**config.mk**
```make
export PLATFORM = sky130hd
export DESIGN_NAME = ralloc_step
export DESIGN_NICKNAME = d
export VERILOG_FILES = /design/src/design/ralloc_pkg.sv /design/src/design/ralloc_step.sv
export SDC_FILE = /design/constraint.sdc
export NUM_CORES = 1
export LEC_CHECK = 0
export BUFFER_PORTS_ARGS = -buffer_cell sky130_fd_sc_hd__buf_2
export CORE_ASPECT_RATIO = 1.1
export CORE_UTILIZATION = 40
export DETAILED_ROUTE_END_ITERATION = 16
export GPL_ROUTABILITY_DRIVEN = 0
export PLACE_DENSITY = 0.74
export SLEW_MARGIN = 0
export SYNTH_ARGS = -nofsm -noshare
export SYNTH_HDL_FRONTEND = slang
export SYNTH_SLANG_ARGS = --single-unit
```
**constraint.sdc**
```tcl
create_clock -name vclk -period 6.6
set_input_delay 1.98 -clock vclk [all_inputs]
set_output_delay 1.98 -clock vclk [all_outputs]
set_load 0.03 [all_outputs]
```
**src/design/ralloc_pkg.sv**
```systemverilog
// shared types and constants for the range allocator
// no dependencies
package ralloc_pkg;

    localparam int INDEX_BITS = 20;
    localparam int CNT_W  = INDEX_BITS + 1;
    localparam int BASE_W = INDEX_BITS;
    localparam int EXT_W  = INDEX_BITS + 2;
    localparam int CFG_IDX_W = 3;
    localparam int CFG_DATA_W = 64;

    localparam logic OP_ALLOC   = 1'b0;
    localparam logic OP_RELEASE = 1'b1;

    localparam logic [1:0] ST_OK   = 2'd0;
    localparam logic [1:0] ST_EXH  = 2'd1;
    localparam logic [1:0] ST_IGN  = 2'd2;
    localparam logic [1:0] ST_FULL = 2'd3;

    localparam logic [CFG_IDX_W-1:0] CFG_CAPACITY  = 3'd0;
    localparam logic [CFG_IDX_W-1:0] CFG_DESC_SIZE = 3'd1;
    localparam logic [CFG_IDX_W-1:0] CFG_SHADER    = 3'd2;
    localparam logic [CFG_IDX_W-1:0] CFG_HEAP      = 3'd3;
    localparam logic [CFG_IDX_W-1:0] CFG_CPU_START = 3'd4;
    localparam logic [CFG_IDX_W-1:0] CFG_GPU_START = 3'd5;

    typedef struct packed {
        logic              opcode;
        logic [CNT_W-1:0]  count;
        logic [BASE_W-1:0] base_index;
    } req_t;

    typedef struct packed {
        logic [1:0]        status;
        logic [BASE_W-1:0] alloc_base;
        logic [63:0]       cpu_handle;
        logic [63:0]       gpu_handle;
    } rsp_t;

    // one free range as stored in the table
    typedef struct packed {
        logic [CNT_W-1:0] base;
        logic [CNT_W-1:0] len;
    } ent_t;

    // operands of the shared step unit
    typedef struct packed {
        logic [EXT_W-1:0] a;
        logic [EXT_W-1:0] b;
        logic [EXT_W-1:0] c;
        logic [EXT_W-1:0] d;
        logic [EXT_W-1:0] e;
        logic [EXT_W-1:0] f;
        logic [EXT_W-1:0] g;
        logic [EXT_W-1:0] h;
        logic [EXT_W-1:0] k;
    } step_in_t;

    typedef struct packed {
        logic [EXT_W-1:0] sum;
        logic             le;
        logic [EXT_W-1:0] dif;
        logic             ge;
        logic [EXT_W-1:0] len;
        logic             lt;
    } step_out_t;

endpackage

```
**src/design/ralloc_step.sv**
```systemverilog
// shared add and compare unit used by the sequencer's check, bump and merge steps
// depends on ralloc_pkg
module ralloc_step
    import ralloc_pkg::*;
(
    input  step_in_t  op,
    output step_out_t res
);

    logic [EXT_W-1:0] sum;

    always_comb
    begin
        sum     = op.a + op.b;
        res.sum = sum;
        res.le  = (sum <= op.c);
        res.dif = op.d - op.e;
        res.ge  = (op.d >= op.e);
        res.len = op.f - op.g;
        res.lt  = (op.h < op.k);
    end

endmodule

```
==> results of run 1 <==
power by group through the flow:
stage	Combinational (mW)	Clock [mW]	Sequential, mW
after floorplan	0.593	0	0
after global routing	0.986	0.0000000203	0
final	0.906	0.0000000203	0
after detailed placement	0.881	0	0
after global placement	0.873	0	0
after CTS	0.893	0	0
through the flow:
step	power, mW	setup WS (ns)	instances	hold WS, ns
after floorplan	0.593	-0.176	674	4.12
after global placement	0.873	-0.257	1141	4.36
after detailed placement	0.881	-0.334	1141	4.36
after CTS	0.893	-0.183	1142	4.33
after global routing	0.986	-0.343	1143	4.34
final	0.906	-0.204	1143	4.33
cells in the mapped netlist, types with 7 or more instances:
master	n	area [µm²]
sky130_fd_sc_hd__xor2_1	14	123
sky130_fd_sc_hd__nor3_1	12	60.1
sky130_fd_sc_hd__nor2b_1	9	56.3
sky130_fd_sc_hd__a21o_1	33	248
sky130_fd_sc_hd__nand3_1	18	90.1
sky130_fd_sc_hd__nor2_1	39	146
sky130_fd_sc_hd__nand2_1	42	158
sky130_fd_sc_hd__inv_1	115	432
sky130_fd_sc_hd__o21bai_1	7	52.6
sky130_fd_sc_hd__nand4_1	16	100
sky130_fd_sc_hd__o21ai_0	32	160
sky130_fd_sc_hd__xnor2_1	40	350
sky130_fd_sc_hd__o21a_1	8	60.1
sky130_fd_sc_hd__ha_1	107	1340
sky130_fd_sc_hd__a21oi_1	75	375
sky130_fd_sc_hd__nand2b_1	8	50.1
sky130_fd_sc_hd__o211ai_1	12	90.1
cell type report:
cell class	instances	area, µm²
fillers	1106	4620
multi-input cells	552	4450
repair buffers	325	1790
inverters	115	432
well taps	150	188
diodes	1	2.50
repair_timing:
action,4_1_cts,5_1_grt
pin swaps,11,10
buffers inserted,1,1
setup endpoints to repair,1,1
gates resized for setup,13,14
path summary, 6_finish.rpt:
check / startpoint / to / slack (ns) / depth (start not counted)
min: op[154] / res[47] / 4.33 / 3
max: op[176] / res[46] / -0.20 / 16
worst max-delay path, cell delays in order:
cell and delay, ns:
sky130_fd_sc_hd__buf_6 0.08, sky130_fd_sc_hd__ha_4 0.12, sky130_fd_sc_hd__inv_2 0.03, sky130_fd_sc_hd__fa_2 0.33
sky130_fd_sc_hd__and2b_1 0.23, sky130_fd_sc_hd__o211ai_1 0.14, sky130_fd_sc_hd__a31o_1 0.26, sky130_fd_sc_hd__o211a_4 0.31
sky130_fd_sc_hd__o2111a_1 0.27, sky130_fd_sc_hd__nor3_4 0.14, sky130_fd_sc_hd__ha_1 0.27, sky130_fd_sc_hd__a21o_1 0.17
sky130_fd_sc_hd__a21oi_2 0.10, sky130_fd_sc_hd__o21ai_1 0.09, sky130_fd_sc_hd__o21ai_2 0.14, sky130_fd_sc_hd__buf_6 0.15
layer usage:
metal,vias to the layer above,global-route usage,part of all wire
met5,-,0,0
met4,0,0.0413,0.016
li1,3056,-,-
met2,217,0.438,0.50
met3,16,0.0253,0.069
met1,2615,0.273,0.42
cell families (layout without fill, tap and decap cells):
logic type	Yosys count	count (layout)
buffers and inverters	122	440
AND/OR/NAND/NOR	162	162
multiplexers	1	1
other	0	1
adder cells (fa/ha/maj)	110	110
XOR/XNOR	54	54
AO/OA/AOI/OAI	225	225
==> Implementation_results.wiki, run 1 <==
{| class="wikitable"
! Metric !! Value
|-
| Final clock period utilization by the worst path || 1.03
|-
| Area after detailed placement || 6740 µm²
|-
| Crit path launch type || input pin
|-
| Most common cell after layout, fill and taps aside || sky130_fd_sc_hd__buf_2
|-
| Syn Nets || 982
|-
| Most used cells in the layout excluding fill and tap cells || sky130_fd_sc_hd__buf_2, sky130_fd_sc_hd__inv_1, sky130_fd_sc_hd__ha_1, sky130_fd_sc_hd__a21oi_1, sky130_fd_sc_hd__buf_4
|-
| Class of the tightest hold or removal check || input pin to output port
|-
| Power density over the cells || 132 nW/µm²
|-
| Drc violations || 0
|-
| Yosys warnings || 0
|-
| Maximum operating frequency || 147 MHz
|-
| PnR worst setup slack || -0.204 ns
|-
| Static leakage || 3.92 nW
|-
| Netlist area before placement || 4710 µm²
|-
| Hold violation total from the final report || 0
|-
| Total Routing Usage GR || 0.227
|-
| Total via count after detailed routing || 5904
|-
| Critical path arrival || 4.82 ns
|-
| Mapped Cells || 674
|-
| Final Core Density || 0.598
|-
| Kind of end point of the critical path || output port
|-
| Count of flip-flops and latches || 0
|-
| Xor/xnor cell area share of the yosys netlist || 0.100
|-
| Number of nets in the layout || 1302
|-
| Starting density of the core || 0.410
|-
| Quantity of hold-fixing buffers added after cts || 0
|-
| Mean number of vias per cell || 5.17
|-
| Share of total power in sequential cells || 0
|-
| Final Critical Period || 6.80 ns
|-
| Setup repair after global routing missed its margin || true
|-
| Worst-margin pin slew || 0.390 ns
|-
| Fraction of the yosys area taken by sequential cells || 0
|-
| Post-synthesis share of cell area spent on and, or, nand and nor gates || 0.172
|-
| Violated checks || negative setup slack
|-
| Largest net degree at the start of global routing || 10
|-
| Synthesized area per cell || 6.99 µm²
|-
| Number of global-route vias before repair || 5322
|-
| DPL Wire Length || 13400 µm
|-
| Residual antenna-violating net count after detailed routing || 0
|-
| Combinational group share of total power || 1.000
|-
| Post-DR wirelength/cell || 13.1 µm
|-
| Overall die area || 12200 µm²
|-
| Total of max-cap violations || 0
|-
| Wire length of the first global-routing pass || 23200 µm
|-
| Die boundary width || 105 µm
|-
| Portion of total power attributed to the clock network || 0
|-
| Portion of netlist area occupied by mux cells || 0.00212
|-
| Internal cell power || 0.369 mW
|-
| Crit-path max FO || 5
|-
| Relative slew slack || 0.737
|-
| Synth Area in Compound Gates || 0.329
|-
| FF+latch area || 0 µm²
|-
| Status || complete, but fails checks
|-
| Net switching power || 0.537 mW
|-
| Detailed-routing iteration count for the pre-antenna-repair pass || 4
|-
| Synthesis-to-finish area growth || 45.7%
|-
| Starting DRT DRC Count || 143
|-
| Net switching fraction of the power || 0.593
|-
| Required time of the critical path || 4.62 ns
|-
| Path type of the worst setup path || input pin to output port
|-
| Total Neg Setup Slack || -0.204 ns
|-
| Cell variety after synth || 62
|-
| Standard-cell row count || 41
|-
| Setup violation total in the final timing report || 1
|-
| Core region area || 11500 µm²
|-
| Layout clock buffers || 0
|-
| DRT Wirelength || 15000 µm
|-
| Proportion of layout cells with a drive suffix above 1 || 0.379
|-
| Adder-cell area share of the yosys netlist || 0.297
|-
| Final Cell Area || 6870 µm²
|-
| Dominant combinational cell family by area after synthesis || compound AO/OA/AOI/OAI gates
|-
| Io pins || 267
|-
| Max-slew violation count || 0
|-
| Die H || 116 µm
|-
| Max VDD drop || 95.7 µV
|-
| Total congestion overflow after global routing || 0
|-
| Port-buffer cells || 267
|-
| Number of antenna violations at the first check in global routing || 1
|}
No activity file was read; power rests on OpenSTA's default activity.
==> inputs of run 2 (changes only) <==
==> constraint.sdc (replaced) <==
create_clock -name vclk -period 6.6
set_input_delay 1.98 -clock vclk [all_inputs]
set_output_delay 1.98 -clock vclk [all_outputs]
set_load 0.02 [all_outputs]
==> run 2 against run 1 <==
- the run still ends with negative setup slack left
- worst hold slack got worse by 0.029 ns
- non-clock buffer count fell by 6
- die area did not move
- critical path depth did not move
- core utilization fell by 0.57 points
- sequential share of layout area did not move
- first-iteration DRC count rose by 56%
- routed wire length fell by 2.4%
- final cell count fell by 0.44%
- total power fell by 9.1%
==> Implementation_results.wiki, run 2 (synthesis results as in run 1) <==
{| class="wikitable"
! Metric !! Value
|-
| Status || complete, but fails checks
|-
| Violated checks || negative setup slack
|-
| Layout clock buffers || 0 (unchanged)
|-
| Total Routing Usage GR || 0.223 (-0.00464)
|-
| FF+latch area || 0 µm² (unchanged)
|-
| Total of max-cap violations || 0 (unchanged)
|-
| Crit path buf inv count || 3 (unchanged)
|-
| Mean number of vias per cell || 5.16 (about the same)
|-
| Kind of end point of the critical path || output port
|-
| Total via count after detailed routing || 5877 (-0.46%)
|-
| Start point of the critical path || op[176]
|-
| Worst hold slack || 4.30 ns (-0.0288 ns)
|-
| Final Cell Area || 6800 µm² (-0.95%)
|-
| Required time of the critical path || 4.62 ns (about the same)
|-
| Crit-path cells || buf_8 -> ha_4 -> inv_2 -> fa_2 -> and2b_1 -> o211ai_1 -> a31o_1 -> a2111o_1 -> o211ai_1 -> xnor2_2 -> ha_2 -> nand4_1 -> nor4_1 -> nand2_1 -> o21ai_2 -> buf_6
|-
| Fill cell count || 1104 (-0.18%)
|-
| DPL Wire Length || 13200 µm (-1.4%)
|-
| Count of flip-flops and latches || 0 (unchanged)
|-
| Area after detailed placement || 6660 µm² (-1.1%)
|-
| Class of the tightest hold or removal check || input pin to output port
|-
| Max-slew violation count || 0 (unchanged)
|-
| Starting DRT DRC Count || 223 (+56%)
|-
| Quantity of hold-fixing buffers added after cts || 0 (unchanged)
|-
| Wire length of the first global-routing pass || 22700 µm (-2.3%)
|-
| Max VDD drop || 66.7 µV (-30%)
|-
| Worst slack at placement || -0.287 ns (+0.0468 ns)
|-
| Die H || 116 µm (unchanged)
|-
| Peak per-stage delay on the critical path || 0.39 ns (+0.06 ns)
|-
| Path type of the worst setup path || input pin to output port
|-
| Total Neg Setup Slack || -0.124 ns (+0.0807 ns)
|-
| Hold violation total from the final report || 0 (unchanged)
|-
| Core region area || 11500 µm² (unchanged)
|-
| Io pins || 267 (unchanged)
|-
| Drc violations || 0 (unchanged)
|-
| Setup repair after global routing missed its margin || true
|-
| Critical path depth || 16 (unchanged)
|-
| Worst Hold Path Cells || 3 (unchanged)
|-
| Maximum operating frequency || 149 MHz (+1.2%)
|-
| Largest net degree at the start of global routing || 10 (unchanged)
|-
| Most common cell after layout, fill and taps aside || sky130_fd_sc_hd__buf_2
|-
| Crit-path max FO || 3 (-2)
|-
| Total congestion overflow after global routing || 0 (unchanged)
|-
| Worst-margin pin slew || 0.476 ns (+0.0866 ns)
|-
| Relative slew slack || 0.678 (-0.0584)
|-
| Number of placed instances, taps included || 1133 (-0.70%)
|-
| Overall die area || 12200 µm² (unchanged)
|-
| Power density over the cells || 121 nW/µm² (-8.2%)
|-
| Critical-path cell with the highest stage delay || sky130_fd_sc_hd__a2111o_1
|-
| Number of global-route vias before repair || 5198 (-2.3%)
|-
| Static leakage || 3.87 nW (-1.3%)
|-
| Port-buffer cells || 267 (unchanged)
|-
| Proportion of layout cells with a drive suffix above 1 || 0.371 (-0.00784)
|-
| Critical path endpoint || res[46]
|-
| PnR worst setup slack || -0.124 ns (+0.0807 ns)
|-
| DRT Wirelength || 14600 µm (-2.4%)
|-
| Crit-path most repeated cell || sky130_fd_sc_hd__o211ai_1
|-
| Residual antenna-violating net count after detailed routing || 0 (unchanged)
|-
| Crit path launch type || input pin
|-
| Starting density of the core || 0.410 (unchanged)
|-
| Detailed-routing iteration count for the pre-antenna-repair pass || 5 (+1)
|-
| Final Non-Filler Cells || 1138 (-0.44%)
|-
| Kind of cell adding the most delay to the critical path || compound AO/OA/AOI/OAI gates
|-
| Die boundary width || 105 µm (unchanged)
|-
| Synthesis-to-finish area growth || 44.3%
|-
| Final clock period utilization by the worst path || 1.02 (-0.0122)
|-
| Standard-cell row count || 41 (unchanged)
|-
| Critical path arrival || 4.74 ns (-0.08 ns)
|-
| Post-DR wirelength/cell || 12.9 µm (-2.0%)
|-
| Setup violation total in the final timing report || 1 (unchanged)
|-
| Final Critical Period || 6.72 ns (-0.0807 ns)
|-
| Number of nets in the layout || 1296 (-0.46%)
|-
| Number of antenna violations at the first check in global routing || 2 (+1)
|-
| Most used cells in the layout excluding fill and tap cells || sky130_fd_sc_hd__buf_2, sky130_fd_sc_hd__inv_1, sky130_fd_sc_hd__ha_1, sky130_fd_sc_hd__a21oi_1, sky130_fd_sc_hd__buf_4
|}
==> run 2: changes by cell type in the layout (fill, tap and decap cells not counted), sizes merged <==
cell and change:
buf -6, diode +1
==> run 2: worst min-delay path by stage <==
stage          endpoint  startpoint
6_report        res[47]     op[154]
5_1_grt         res[47]     op[154]
4_1_cts         res[47]     op[154]
3_5_place_dp    res[47]     op[176]
3_3_place_gp    res[47]     op[176]
2_1_floorplan   res[47]     op[176]
==> run 2: area by class of cell <==
class / instances / area [µm²] / area share
Tap cell: 150 / 188 / 0.0276
Antenna cell: 2 / 5.00 / 0.000736
Timing Repair Buffer: 319 / 1750 / 0.257
Multi-Input combinational cell: 552 / 4430 / 0.651
Inverter: 115 / 432 / 0.0635
==> run 2: tightest hold or removal path, cell delays in order <==
cell	delay, ns
sky130_fd_sc_hd__buf_6	0.07
sky130_fd_sc_hd__ha_4	0.12
sky130_fd_sc_hd__buf_2	0.15
==> run 2: through the flow <==
step / utilization / total power [mW]
floorplan: - / 0.522
global placement: 0.580 / 0.794
global route: 0.592 / 0.903
CTS: 0.583 / 0.812
detailed placement: 0.580 / 0.801
finish: 0.592 / 0.823
==> run 2: power breakdown <==
group	total [mW]	internal (mW)	leakage, nW	switching (mW)
Clock	0.0000000405	0.0000000405	0.0000127	0
Combinational	0.823	0.364	3.87	0.459
Sequential	0	0	0	0
Total	0.823	0.364	3.87	0.459
==> run 2: metal layers <==
| metal | global-route usage | up-vias | wire length, µm | share of wire |
|---|---|---|---|---|
| li1 | - | 3042 | - | - |
| met1 | 0.263 | 2617 | 6200 | 0.42 |
| met2 | 0.439 | 204 | 7340 | 0.50 |
| met3 | 0.0247 | 14 | 902 | 0.062 |
| met4 | 0.0300 | 0 | 191 | 0.013 |
| met5 | 0 | - | 0 | 0 |
==> run 2: repair_timing <==
| action | in CTS | in global routing |
|---|---|---|
| pin swaps | 16 | 10 |
| resized for setup | 10 | 14 |
| endpoints found under the setup margin | 1 | 1 |
| buffers inserted | 0 | 3 |
==> inputs of run 3 (changes only) <==
--- a/config.mk
+++ b/config.mk
@@ -5,12 +5,13 @@
 export SDC_FILE = /design/constraint.sdc
 export NUM_CORES = 1
 export LEC_CHECK = 0
+export ABC_AREA = 1
 export BUFFER_PORTS_ARGS = -buffer_cell sky130_fd_sc_hd__buf_2
 export CORE_ASPECT_RATIO = 1.1
 export CORE_UTILIZATION = 40
 export DETAILED_ROUTE_END_ITERATION = 16
 export GPL_ROUTABILITY_DRIVEN = 0
-export PLACE_DENSITY = 0.74
+export PLACE_DENSITY = 0.7
 export SLEW_MARGIN = 0
 export SYNTH_ARGS = -nofsm -noshare
 export SYNTH_HDL_FRONTEND = slang
==> run 3 against run 2 <==
- the run now ends clean
- worst setup slack better by 0.36 ns
- sequential share of layout area unchanged
- critical path depth up 5
- total power down 5.4%
- first-iteration DRC count up 27%
- clock-buffer cell count unchanged
- cell area up 9.5%
- maximum frequency up 5.7%
- critical endpoint unchanged
- global-route usage up 1.0 points
- die area up 24%
- final cell count up 41%
- synthesized cell count up 69%
==> Implementation_results.wiki, run 3 <==
{| class="wikitable"
! Metric !! Value
|-
| Status || finished clean
|-
| Crit-path most repeated cell || sky130_fd_sc_hd__nand2_1
|-
| Starting DRT DRC Count || 283 (+27%)
|-
| Final Critical Period || 6.36 ns (-0.363 ns)
|-
| Required time of the critical path || 4.62 ns (about the same)
|-
| Wire length of the first global-routing pass || 28600 µm (+26%)
|-
| FF+latch area || 0 µm² (unchanged)
|-
| Setup violation total in the final timing report || 0 (-1)
|-
| DPL Wire Length || 16700 µm (+26%)
|-
| Crit path launch type || input pin
|-
| Total design power || 0.779 mW (-5.4%)
|-
| Io pins || 267 (unchanged)
|-
| Port-buffer cells || 267 (unchanged)
|-
| Leading cell types by count after synthesis || sky130_fd_sc_hd__nand2_1, sky130_fd_sc_hd__inv_1, sky130_fd_sc_hd__ha_1, sky130_fd_sc_hd__nor2_1, sky130_fd_sc_hd__nand3_1
|-
| DRT Wirelength || 18100 µm (+23%)
|-
| Crit-path cells || buf_2 -> ha_4 -> inv_1 -> fa_2 -> inv_1 -> nand3_1 -> nand3_2 -> nand2_1 -> nand3_2 -> nand2_1 -> nand3_1 -> nand2_1 -> ha_1 -> nand2_1 -> nor2_2 -> nand4_1 -> nor2_1 -> nand2_1 -> nand3_1 -> nand2_1 -> buf_2
|-
| Relative slew slack || 0.787 (+0.108)
|-
| Worst-margin pin slew || 0.319 ns (-0.157 ns)
|-
| Share of the synthesized area in the top cell type || 0.264 (-0.0203)
|-
| Crit-path max FO || 4 (+1)
|-
| Layout clock buffers || 0 (unchanged)
|-
| Standard-cell row count || 45 (+9.8%)
|-
| Syn Nets || 1450 (+48%)
|-
| Net switching power || 0.493 mW (+7.4%)
|-
| Count of flip-flops and latches || 0 (unchanged)
|-
| Number of antenna violations at the first check in global routing || 3 (+1)
|-
| Mapped Cells || 1142 (+69%)
|-
| Yosys warnings || 0 (unchanged)
|-
| Class of the tightest hold or removal check || input pin to output port
|-
| Maximum operating frequency || 157 MHz (+5.7%)
|-
| Top post-synthesis cells by area || sky130_fd_sc_hd__nand2_1, sky130_fd_sc_hd__ha_1, sky130_fd_sc_hd__inv_1
|-
| Fill cell count || 1528 (+38%)
|-
| Final clock period utilization by the worst path || 0.964 (-0.0550)
|-
| Residual antenna-violating net count after detailed routing || 0 (unchanged)
|-
| Total congestion overflow after global routing || 0 (unchanged)
|-
| Power density over the cells || 105 nW/µm² (-14%)
|-
| Peak per-stage delay on the critical path || 0.35 ns (-0.04 ns)
|-
| Critical-path cell with the highest stage delay || sky130_fd_sc_hd__fa_2
|-
| Biggest area consumer among synthesized cells || sky130_fd_sc_hd__nand2_1
|-
| Mean number of vias per cell || 4.66 (-9.7%)
|-
| Max VDD drop || 54.8 µV (-18%)
|-
| Die boundary width || 117 µm (+11%)
|-
| Post-DR wirelength/cell || 11.3 µm (-12%)
|-
| Hold violation total from the final report || 0 (unchanged)
|-
| Proportion of layout cells with a drive suffix above 1 || 0.230 (-0.141)
|-
| Core region area || 14000 µm² (+22%)
|-
| Overall die area || 15100 µm² (+24%)
|-
| Synthesis-to-finish area growth || 27.4%
|-
| Critical path endpoint || res[46]
|-
| Number of global-route vias before repair || 6733 (+30%)
|-
| Total of max-cap violations || 0 (unchanged)
|-
| Cell variety after synth || 28 (-55%)
|-
| Total Neg Setup Slack || 0 ns (+0.124 ns)
|-
| Netlist area before placement || 5850 µm² (+24%)
|-
| Fraction of the yosys area taken by sequential cells || 0 (unchanged)
|-
| Start point of the critical path || op[154]
|-
| Path type of the worst setup path || input pin to output port
|-
| Static leakage || 5.11 nW (+32%)
|-
| Portion of total power attributed to the clock network || 0 (unchanged)
|-
| Largest net degree at the start of global routing || 7 (-3)
|-
| Most used cells in the layout excluding fill and tap cells || sky130_fd_sc_hd__nand2_1, sky130_fd_sc_hd__inv_1, sky130_fd_sc_hd__buf_2, sky130_fd_sc_hd__ha_1, sky130_fd_sc_hd__nor2_1
|-
| Share of total power in sequential cells || 0 (unchanged)
|-
| Max-slew violation count || 0 (unchanged)
|-
| Internal cell power || 0.286 mW (-21%)
|-
| Starting density of the core || 0.417 (+0.00699)
|-
| Critical path arrival || 4.38 ns (-0.36 ns)
|-
| Drc violations || 0 (unchanged)
|-
| Most common cell after layout, fill and taps aside || sky130_fd_sc_hd__nand2_1
|-
| Kind of end point of the critical path || output port
|-
| Total via count after detailed routing || 7459 (+27%)
|-
| Number of nets in the layout || 1720 (+33%)
|-
| Most numerous cell in the Yosys netlist || sky130_fd_sc_hd__nand2_1
|-
| Synthesized area per cell || 5.12 µm² (-27%)
|-
| Die H || 129 µm (+11%)
|-
| Detailed-routing iteration count for the pre-antenna-repair pass || 7 (+2)
|-
| Total Routing Usage GR || 0.233 (+0.00999)
|-
| Net switching fraction of the power || 0.633 (+0.0752)
|-
| Combinational group share of total power || 1.000 (about the same)
|}
[run 3: changes by cell type after synthesis, sizes merged, moves of 24 or more]
| cell | previous run | this run |
|---|---|---|
| a21oi | 75 | 51 |
| xnor2 | 40 | 7 |
| nor2 | 39 | 97 |
| nand3 | 18 | 77 |
| a21o | 35 | 1 |
| inv | 115 | 291 |
| nand2 | 42 | 429 |
[run 3: per-layer routing]
layer,GRT usage,vias up,part of all wire
li1,-,4009,-
met1,0.265,3130,0.41
met2,0.445,275,0.47
met3,0.0245,41,0.079
met4,0.0707,4,0.032
met5,0,-,0.0011
[run 3: worst min path at each step]
stage               startpoint  endpoint  slack [ns]  cells after the start
detailed placement      op[44]    res[1]        4.34                      4
CTS                     op[44]    res[1]        4.34                      4
global placement        op[44]    res[1]        4.32                      4
finish                  op[44]    res[1]        4.33                      4
global route            op[44]    res[1]        4.35                      4
floorplan               op[44]    res[1]        4.15                      2
[run 3: worst max-delay path: cells and delay by family]
kind / cells / cell delay (ns)
buf+inv: 4 / 0.39
fa+ha+maj: 3 / 0.78
simple gates: 14 / 1.24
[run 3: cell type report]
cell class / instances / area (µm²) / share of cell area
multi-input combinational: 851 / 4780 / 0.641
timing repair buffer: 268 / 1340 / 0.180
inverter: 291 / 1090 / 0.147
tap: 188 / 235 / 0.0316
antenna: 1 / 2.50 / 0.000336
[run 3: cells by family (layout without fill, tap and decap cells)]
logic type,count (synthesis),in the layout,synth area share
XOR/XNOR,30,30,0.0449
adder cells (fa/ha/maj),110,110,0.239
other,0,1,0
buffers and inverters,291,559,0.187
AND/OR/NAND/NOR,636,636,0.458
AO/OA/AOI/OAI,75,75,0.0708
[run 3: repair_timing]
| action | 4_1_cts | 5_1_grt |
|---|---|---|
| endpoints found under the setup margin | 0 | 1 |
| hold buffers | 0 | 0 |
| setup buffers | 0 | 1 |
| resized for setup | 0 | 5 |
[run 3: power groups by stage]
stage	Combinational, mW	Clock (mW)	Sequential [mW]
CTS	0.779	0	0
global placement	0.772	0	0
finish	0.779	0.0000000203	0
global route	0.874	0.0000000203	0
detailed placement	0.776	0	0
floorplan	0.524	0	0
[run 3: metrics by stage]
step	cell area, µm²	hold WS (ns)	cells	worst slack, ns	util
2_1_floorplan	5850	4.15	1142	0.316	-
3_5_place_dp	7420	4.34	1597	0.0693	0.529
3_3_place_gp	7420	4.32	1597	0.102	0.529
6_report	7450	4.33	1599	0.240	0.531
5_1_grt	7450	4.35	1599	-0.0368	0.531
4_1_cts	7420	4.34	1597	0.0585	0.529
